File: src/design/fdat_pkg.sv
`timescale 1ns / 1ps
// Shared types, constants and helpers for the fixed decimal amount to text block.
// No dependencies.
package fdat_pkg;

    localparam int AMOUNT_W        = 64;
    localparam int BCD_DIGITS      = 21;
    localparam int INTEGER_DIGITS  = 13;
    localparam int FRACTION_DIGITS = 8;
    localparam int MAX_RESULTS     = 22;
    localparam int BCD_W           = BCD_DIGITS * 4;
    localparam int BITS_PER_STAGE  = 4;
    localparam int DABBLE_STAGES   = AMOUNT_W / BITS_PER_STAGE;
    localparam int SLOTS           = INTEGER_DIGITS + 1 + FRACTION_DIGITS;
    localparam int IDX_W           = (SLOTS > 1) ? $clog2(SLOTS) : 1;
    localparam int CHAR_W          = 6;

    localparam logic [CHAR_W-1:0] ASCII_ZERO  = 6'd48;
    localparam logic [CHAR_W-1:0] ASCII_POINT = 6'd46;

    typedef logic [BCD_W-1:0]    bcd_t;
    typedef logic [AMOUNT_W-1:0] amount_t;
    typedef logic [IDX_W-1:0]    idx_t;

    typedef struct packed {
        bcd_t    bcd;
        amount_t bin;
    } dabble_t;

    typedef struct packed {
        logic [SLOTS-1:0][CHAR_W-1:0] slots;
        idx_t                         first_idx;
        idx_t                         last_idx;
    } text_t;

    // Digit at position pos, position 0 being the most significant.
    function automatic logic [3:0] digit_at(bcd_t bcd, int pos);
        logic [3:0] d;
        d = 4'd0;
        if (pos < BCD_DIGITS)
        begin
            d = bcd[(BCD_DIGITS - 1 - pos) * 4 +: 4];
        end
        return d;
    endfunction

endpackage

File: src/design/fdat_dabble_stage.sv
`timescale 1ns / 1ps
// One register stage of the double dabble pipeline: BITS_PER_STAGE shift-and-add-3 steps.
// Depends on fdat_pkg.
module fdat_dabble_stage (
    input  logic              clk,
    input  logic              rst_n,
    input  logic              in_valid,
    output logic              in_ready,
    input  fdat_pkg::dabble_t in_data,
    output logic              out_valid,
    input  logic              out_ready,
    output fdat_pkg::dabble_t out_data
);

    logic              valid_reg;
    fdat_pkg::dabble_t data_reg;
    fdat_pkg::dabble_t data_next;

    always_comb
    begin
        fdat_pkg::bcd_t    bcd;
        fdat_pkg::amount_t bin;
        bcd = in_data.bcd;
        bin = in_data.bin;
        for (int k = 0; k < fdat_pkg::BITS_PER_STAGE; k++)
        begin
            for (int g = 0; g < fdat_pkg::BCD_DIGITS; g++)
            begin
                if (bcd[g * 4 +: 4] >= 4'd5)
                begin
                    bcd[g * 4 +: 4] = bcd[g * 4 +: 4] + 4'd3;
                end
            end
            bcd = {bcd[fdat_pkg::BCD_W-2:0], bin[fdat_pkg::AMOUNT_W-1]};
            bin = {bin[fdat_pkg::AMOUNT_W-2:0], 1'b0};
        end
        data_next.bcd = bcd;
        data_next.bin = bin;
    end

    assign in_ready = !valid_reg || out_ready;

    always_ff @(posedge clk or negedge rst_n)
    begin
        if (!rst_n)
        begin
            valid_reg <= 1'b0;
        end
        else if (in_ready)
        begin
            valid_reg <= in_valid;
        end
    end

    always_ff @(posedge clk)
    begin
        if (in_ready && in_valid)
        begin
            data_reg <= data_next;
        end
    end

    assign out_valid = valid_reg;
    assign out_data  = data_reg;

endmodule

File: src/design/fdat_format.sv
`timescale 1ns / 1ps
// Formatting stage: builds the character slots and the first and last slot of the text.
// Depends on fdat_pkg.
module fdat_format (
    input  logic              clk,
    input  logic              rst_n,
    input  logic              in_valid,
    output logic              in_ready,
    input  fdat_pkg::bcd_t    in_bcd,
    output logic              out_valid,
    input  logic              out_ready,
    output fdat_pkg::text_t   out_text
);

    logic            valid_reg;
    fdat_pkg::text_t text_reg;
    fdat_pkg::text_t text_next;

    always_comb
    begin
        int         first_pos;
        int         last_pos;
        int         last_nz;
        logic       any_frac;
        logic [3:0] d;
        first_pos = fdat_pkg::INTEGER_DIGITS - 1;
        last_nz   = 0;
        any_frac  = 1'b0;
        text_next.slots = '0;
        for (int p = fdat_pkg::INTEGER_DIGITS - 1; p >= 0; p--)
        begin
            d = fdat_pkg::digit_at(in_bcd, p);
            text_next.slots[p] = fdat_pkg::ASCII_ZERO + {2'b00, d};
            if (d != 4'd0)
            begin
                first_pos = p;
            end
        end
        text_next.slots[fdat_pkg::INTEGER_DIGITS] = fdat_pkg::ASCII_POINT;
        for (int p = 0; p < fdat_pkg::FRACTION_DIGITS; p++)
        begin
            d = fdat_pkg::digit_at(in_bcd, fdat_pkg::INTEGER_DIGITS + p);
            text_next.slots[fdat_pkg::INTEGER_DIGITS + 1 + p] =
                fdat_pkg::ASCII_ZERO + {2'b00, d};
            if (d != 4'd0)
            begin
                last_nz  = p;
                any_frac = 1'b1;
            end
        end
        last_pos = any_frac ? (fdat_pkg::INTEGER_DIGITS + 1 + last_nz)
                            : (fdat_pkg::INTEGER_DIGITS - 1);
        // run length cap
        if (last_pos - first_pos >= fdat_pkg::MAX_RESULTS)
        begin
            last_pos = first_pos + fdat_pkg::MAX_RESULTS - 1;
        end
        text_next.first_idx = fdat_pkg::IDX_W'(first_pos);
        text_next.last_idx  = fdat_pkg::IDX_W'(last_pos);
    end

    assign in_ready = !valid_reg || out_ready;

    always_ff @(posedge clk or negedge rst_n)
    begin
        if (!rst_n)
        begin
            valid_reg <= 1'b0;
        end
        else if (in_ready)
        begin
            valid_reg <= in_valid;
        end
    end

    always_ff @(posedge clk)
    begin
        if (in_ready && in_valid)
        begin
            text_reg <= text_next;
        end
    end

    assign out_valid = valid_reg;
    assign out_text  = text_reg;

endmodule

File: src/design/fdat_serial.sv
`timescale 1ns / 1ps
// Serializer: walks the character slots of one request and drives the output register.
// Depends on fdat_pkg.
module fdat_serial (
    input  logic                          clk,
    input  logic                          rst_n,
    input  logic                          in_valid,
    output logic                          in_ready,
    input  fdat_pkg::text_t               in_text,
    output logic                          out_valid,
    input  logic                          out_ready,
    output logic [fdat_pkg::CHAR_W-1:0]   out_char,
    output logic                          out_last
);

    logic                                  busy_reg;
    fdat_pkg::idx_t                        idx_reg;
    fdat_pkg::idx_t                        last_idx_reg;
    logic [fdat_pkg::SLOTS-1:0][fdat_pkg::CHAR_W-1:0] slots_reg;
    logic                                  valid_reg;
    logic [fdat_pkg::CHAR_W-1:0]           char_reg;
    logic                                  last_reg;
    logic                                  fire;
    logic                                  at_last;

    assign fire     = busy_reg && (!valid_reg || out_ready);
    assign at_last  = (idx_reg == last_idx_reg);
    assign in_ready = !busy_reg || (fire && at_last);

    always_ff @(posedge clk or negedge rst_n)
    begin
        if (!rst_n)
        begin
            busy_reg  <= 1'b0;
            valid_reg <= 1'b0;
        end
        else
        begin
            if (in_valid && in_ready)
            begin
                busy_reg <= 1'b1;
            end
            else if (fire && at_last)
            begin
                busy_reg <= 1'b0;
            end
            if (fire)
            begin
                valid_reg <= 1'b1;
            end
            else if (out_ready)
            begin
                valid_reg <= 1'b0;
            end
        end
    end

    always_ff @(posedge clk)
    begin
        if (in_valid && in_ready)
        begin
            slots_reg    <= in_text.slots;
            idx_reg      <= in_text.first_idx;
            last_idx_reg <= in_text.last_idx;
        end
        else if (fire)
        begin
            idx_reg <= idx_reg + fdat_pkg::IDX_W'(1);
        end
        if (fire)
        begin
            char_reg <= slots_reg[idx_reg];
            last_reg <= at_last;
        end
    end

    assign out_valid = valid_reg;
    assign out_char  = char_reg;
    assign out_last  = last_reg;

endmodule

File: src/design/fixed_decimal_amount_to_text.sv
`timescale 1ns / 1ps
// Top level: 64-bit amount (1e-8 units) to ASCII decimal text, one character per beat.
// A request passes through 16 dabble stages, the format stage, the serializer load and the
// output registers before its first character. Its text is 1..21 characters, sent one per
// cycle by the serializer while m_tready holds; later requests can be taken meanwhile and wait in the stages.
// Reset: asynchronous active-low rst_n clears all valid and busy flags; no other state.
// Depends on fdat_pkg, fdat_dabble_stage, fdat_format, fdat_serial.
module fixed_decimal_amount_to_text (
    input  logic        clk,
    input  logic        rst_n,
    input  logic        s_tvalid,
    output logic        s_tready,
    input  logic [63:0] s_tdata,   // [63:0] amount
    output logic        m_tvalid,
    input  logic        m_tready,
    output logic [7:0]  m_tdata,   // [5:0] character, [7:6] zero
    output logic        m_tlast
);

    logic                  stg_valid [fdat_pkg::DABBLE_STAGES+1];
    logic                  stg_ready [fdat_pkg::DABBLE_STAGES+1];
    fdat_pkg::dabble_t     stg_data  [fdat_pkg::DABBLE_STAGES+1];
    logic                  fmt_valid;
    logic                  ser_ready;
    fdat_pkg::text_t       fmt_text;
    logic [fdat_pkg::CHAR_W-1:0] out_char;

    assign stg_valid[0]    = s_tvalid;
    assign s_tready        = stg_ready[0];
    assign stg_data[0].bcd = '0;
    assign stg_data[0].bin = s_tdata;

    for (genvar i = 0; i < fdat_pkg::DABBLE_STAGES; i++)
    begin : g_dabble
        fdat_dabble_stage u_stage (
            .clk       (clk),
            .rst_n     (rst_n),
            .in_valid  (stg_valid[i]),
            .in_ready  (stg_ready[i]),
            .in_data   (stg_data[i]),
            .out_valid (stg_valid[i+1]),
            .out_ready (stg_ready[i+1]),
            .out_data  (stg_data[i+1])
        );
    end

    fdat_format u_format (
        .clk       (clk),
        .rst_n     (rst_n),
        .in_valid  (stg_valid[fdat_pkg::DABBLE_STAGES]),
        .in_ready  (stg_ready[fdat_pkg::DABBLE_STAGES]),
        .in_bcd    (stg_data[fdat_pkg::DABBLE_STAGES].bcd),
        .out_valid (fmt_valid),
        .out_ready (ser_ready),
        .out_text  (fmt_text)
    );

    fdat_serial u_serial (
        .clk       (clk),
        .rst_n     (rst_n),
        .in_valid  (fmt_valid),
        .in_ready  (ser_ready),
        .in_text   (fmt_text),
        .out_valid (m_tvalid),
        .out_ready (m_tready),
        .out_char  (out_char),
        .out_last  (m_tlast)
    );

    assign m_tdata = {2'b00, out_char};

    a_char_legal: assert property (@(posedge clk) disable iff (!rst_n)
        m_tvalid |-> (out_char == fdat_pkg::ASCII_POINT ||
                      (out_char >= fdat_pkg::ASCII_ZERO &&
                       out_char <= fdat_pkg::ASCII_ZERO + 6'd9)))
        else $error("illegal output character");

    a_point_not_last: assert property (@(posedge clk) disable iff (!rst_n)
        (m_tvalid && out_char == fdat_pkg::ASCII_POINT) |-> !m_tlast)
        else $error("text ends in a decimal point");

    a_fmt_held: assert property (@(posedge clk) disable iff (!rst_n)
        (fmt_valid && !ser_ready) |=> fmt_valid)
        else $error("formatted request dropped while serializer busy");

endmodule
File: config.mk
export PLATFORM = sky130hd
export DESIGN_NAME = fixed_decimal_amount_to_text
export DESIGN_NICKNAME = d
export VERILOG_FILES = /design/src/design/fdat_pkg.sv /design/src/design/fdat_dabble_stage.sv /design/src/design/fdat_format.sv /design/src/design/fdat_serial.sv /design/src/design/fixed_decimal_amount_to_text.sv
export SDC_FILE = /design/constraint.sdc
export NUM_CORES = 2
export LEC_CHECK = 0
export ABC_AREA = 1
export ABC_CLOCK_PERIOD_IN_PS = 5600
export BUFFER_PORTS_ARGS = -buffer_cell sky130_fd_sc_hd__buf_2
export CORE_MARGIN = 1
export CORE_UTILIZATION = 45
export CTS_BUF_LIST = sky130_fd_sc_hd__clkbuf_4
export DETAILED_ROUTE_END_ITERATION = 10
export PLACE_DENSITY = 0.66
export REMOVE_ABC_BUFFERS = 1
export SYNTH_ARGS = -nofsm -noshare
export SYNTH_HDL_FRONTEND = slang
export SYNTH_SLANG_ARGS = --single-unit
File: constraint.sdc
create_clock -name clk -period 5.6 [get_ports clk]
set_clock_uncertainty 0.05 [all_clocks]
set_input_delay 0.84 -clock clk [delete_from_list [all_inputs] [get_ports clk]]
set_output_delay 0.84 -clock clk [all_outputs]
set_load 0.01 [all_outputs]
==> impl_metrics.py <==
metrics = {
    "critical_path": {
        "reg2reg_slack_ns": 1.11,
        "r2r_cells": 22,
        "crit_chain": "clkinv_1, nand2_1, nand2_1, nor2_1, nand4_1, nand4_1, nor2_4, nand4_1, nor2_2, nand4_1, nor2_2, nand4_2, nor2_4, nand3_2, buf_2",
        "crit_fanout": 9,
        "cpPeakStageDelay_ns": 0.48,
        "critPathTopFamily": "simple AND/OR/NAND/NOR gates",
        "end_kind": "output pin",
        "critPathSlowestCell": "edfxtp_1",
        "setup.worst_path.start_class": "register",
        "cpMostUsedCell": "nand4_1",
        "r2r_start": "g_dabble[2].u_stage.out_data[76]",
        "critPathBufInv": 2,
        "worstPathArrival_ns": 4.24,
        "r2r_end": "g_dabble[3].u_stage.out_data[77]",
        "critPathRequiredTime_ns": 4.71,
        "path_class": "register to output pin",
    },
    "detailed_routing": {
        "dr.first_iter.drc_count": 2809,
        "ant_nets": 0,
        "dr_total_vias": 82600,
        "wl_per_cell_um": 9.77,
        "first_pass_iters": 8,
        "postRouteWirelength_mm": 175,
        "viasPerCell": 4.60,
        "route.detailed.drc": 0,
    },
    "sta": {
        "period_minus_slack_ns": 5.13,
        "fmax_mhz": 195,
        "post-route-period-util_pct": 91.6,
        "worstMarginPinSlew_ns": 1.08,
        "hold_viol_final": 0,
        "slew_headroom_pct": 27.7,
        "setup_violations": 0,
        "drv_slew": 0,
    },
    "logic_synthesis": {
        "synth_flop_cell": "edfxtp_1",
        "yosys.area_share.simple_pct": 16.3,
        "ys_seq_area_share_pct": 37.7,
        "synth_seq_cells": 1407,
        "synth_top_family_by_area": "simple AND/OR/NAND/NOR gates",
        "yosysWarnings": 0,
        "postSynthCellCount": 13800,
        "syn_avg_cell_area_um2": 8.09,
        "ys_async_sr_fraction_pct": 1.35,
        "synth_xor_xnor_area_share_pct": 7.04,
        "synth_area_mm2": 0.112,
        "yosys.area.top_type": "edfxtp_1",
        "synth_compound_area_share_pct": 13.4,
        "synth_edf_count": 1388,
        "yosys-mux-area-fraction_pct": 0.0727,
        "synth_top_area_share_pct": 37.3,
        "yosysUniqueCellTypes": 69,
        "yosys-top-cells-area": "edfxtp_1 (37%), ha_1 (15%), inv_1 (10%)",
        "synth_fa_ha_area_share_pct": 15.0,
    },
    "die": {
        "initial_core_util_pct": 45.4,
        "pin_count": 79,
        "coreArea_mm2": 0.246,
        "die_area_mm2": 0.251,
        "row_count": 182,
        "die_y_um": 501,
        "die-width_um": 501,
    },
    "job": {
        "cap_violations": 0,
    },
    "cts": {
        "root_buffer": "clkbuf_4",
        "cts_sinks": 1407,
        "clkLatencyLatePin_ns": 1.22,
        "h-tree-depth": 5,
        "cts_buffer_depth": 4,
        "cts_tree": "yes",
        "numCtsBuffers": 389,
        "path_clk_slew_ns": 0.06,
    },
    "global_routing": {
        "overflow": 0,
        "grt_pass1_vias": 77600,
        "gr-usage-all-layers_pct": 14.1,
        "grt_max_degree": 72,
        "antenna_found_initial": 3,
        "grt_pass1_wl_mm": 312,
    },
    "finish": {
        "nFillCells": 23500,
        "nets": 15800,
        "layout_common_cells": "inv_1 (3061), nand2_1 (2619), edfxtp_1 (1388)",
        "syn2layout_area_growth_pct": 9.23,
        "largest_reg_flops": 1194,
        "multiInputGateArea_mm2": 0.0580,
        "final_common_cell": "inv_1",
        "seqCellArea_mm2": 0.0422,
        "drive_gt1_share_pct": 8.80,
        "finalInstanceArea_mm2": 0.122,
    },
    "min_path": {
        "hold_path_class": "input port to register",
        "hp-start": "s_tdata[33]",
        "min_to": "g_dabble[0].u_stage.out_data[37]",
        "whs_path_depth": 2,
    },
    "place": {
        "placed_area_mm2": 0.117,
        "dp_hpwl_mm": 135,
        "io_buffers": 76,
        "finalWeightedCongestion": 0.792,
    },
    "run_status": {
        "outcome": "completed",
    },
}
## logic make-up (layout without fill, tap and decap cells)
family / count (synthesis) / in the layout
AOI/OAI and AO/OA: 2640 / 2640
xor gates and xnor gates: 891 / 891
adders and majority gates: 1336 / 1336
buffers and inverters: 3118 / 3925
DFF: 1407 / 1407
muxes: 8 / 8
other: 1 / 6
and+or+nand+nor: 4425 / 4425
## metrics by stage
stage / hold WS [ns] / cells / setup WS (ns) / utilization, % / TNS, ns
floorplan: 0.350 / 13800 / -0.566 / - / -68.91
global placement: 0.350 / 17200 / 1.07 / 47.3 / 0
detailed placement: 0.355 / 17200 / 1.10 / 47.3 / 0
CTS: 0.0451 / 17900 / 0.0321 / 49.6 / 0
global route: 0.0983 / 18000 / -0.00800 / 49.6 / -0.00800
finish: 0.261 / 18000 / 0.473 / 49.6 / 0
## layer usage
| metal | part of all wire, % | track usage [%] | vias up |
|---|---|---|---|
| li1 | - | - | 45500 |
| met4 | 3.4 | 5.54 | 0 |
| met1 | 43 | 14.7 | 36000 |
| met2 | 51 | 27.7 | 696 |
| met5 | 0 | 0 | - |
| met3 | 3.0 | 2.18 | 370 |
## cells in the mapped netlist (23+ instances only)
master / n
a21o_1: 24
a21oi_1: 686
a31oi_1: 39
clkbuf_1: 26
edfxtp_1: 1388
ha_1: 1335
inv_1: 3070
nand2_1: 2619
nand2_2: 36
nand3_1: 255
nand3b_1: 42
nand4_1: 28
nor2_1: 1089
nor3_1: 23
o211ai_1: 33
o21ai_0: 1102
o21ai_1: 307
o21ai_2: 351
o22ai_1: 37
or2_0: 34
or2_1: 87
or2_2: 115
xnor2_1: 75
xor2_1: 809
## area by class of cell
type                    count  share of cell area, %
clock inverters           129                  0.650
flip-flops and latches   1407                   34.5
diodes                      4                0.00819
repair buffers            178                   1.16
well taps                3312                   3.39
multi-input cells        9302                   47.5
clock buffers             535                   3.29
inverters                3083                   9.48
## how the worst max path moves through the flow
stage                         from                          endpoint  slack [ns]  cells past startpoint
2_1_floorplan  u_serial.idx_reg[0]               u_serial.idx_reg[0]       -0.57                      9
3_3_place_gp              m_tready  g_dabble[4].u_stage.out_data[36]        1.07                     16
3_5_place_dp              m_tready  g_dabble[4].u_stage.out_data[36]        1.10                     16
4_1_cts        u_serial.idx_reg[2]                          s_tready        0.03                     15
5_1_grt        u_serial.idx_reg[2]                          s_tready      -0.008                     15
6_report       u_serial.idx_reg[2]                          s_tready        0.47                     15
## repair_timing
item / 4_1_cts / 5_1_grt
gates resized for setup: 2 / 1
hold buffers: 73 / 0
setup buffers: 0 / 2
endpoints found under the setup margin: 1 / 1
hold endpoints to repair: 87 / 0
Power is not shown: default switching activity piles up to over one toggle a cycle in this logic, so the estimate is an artifact.
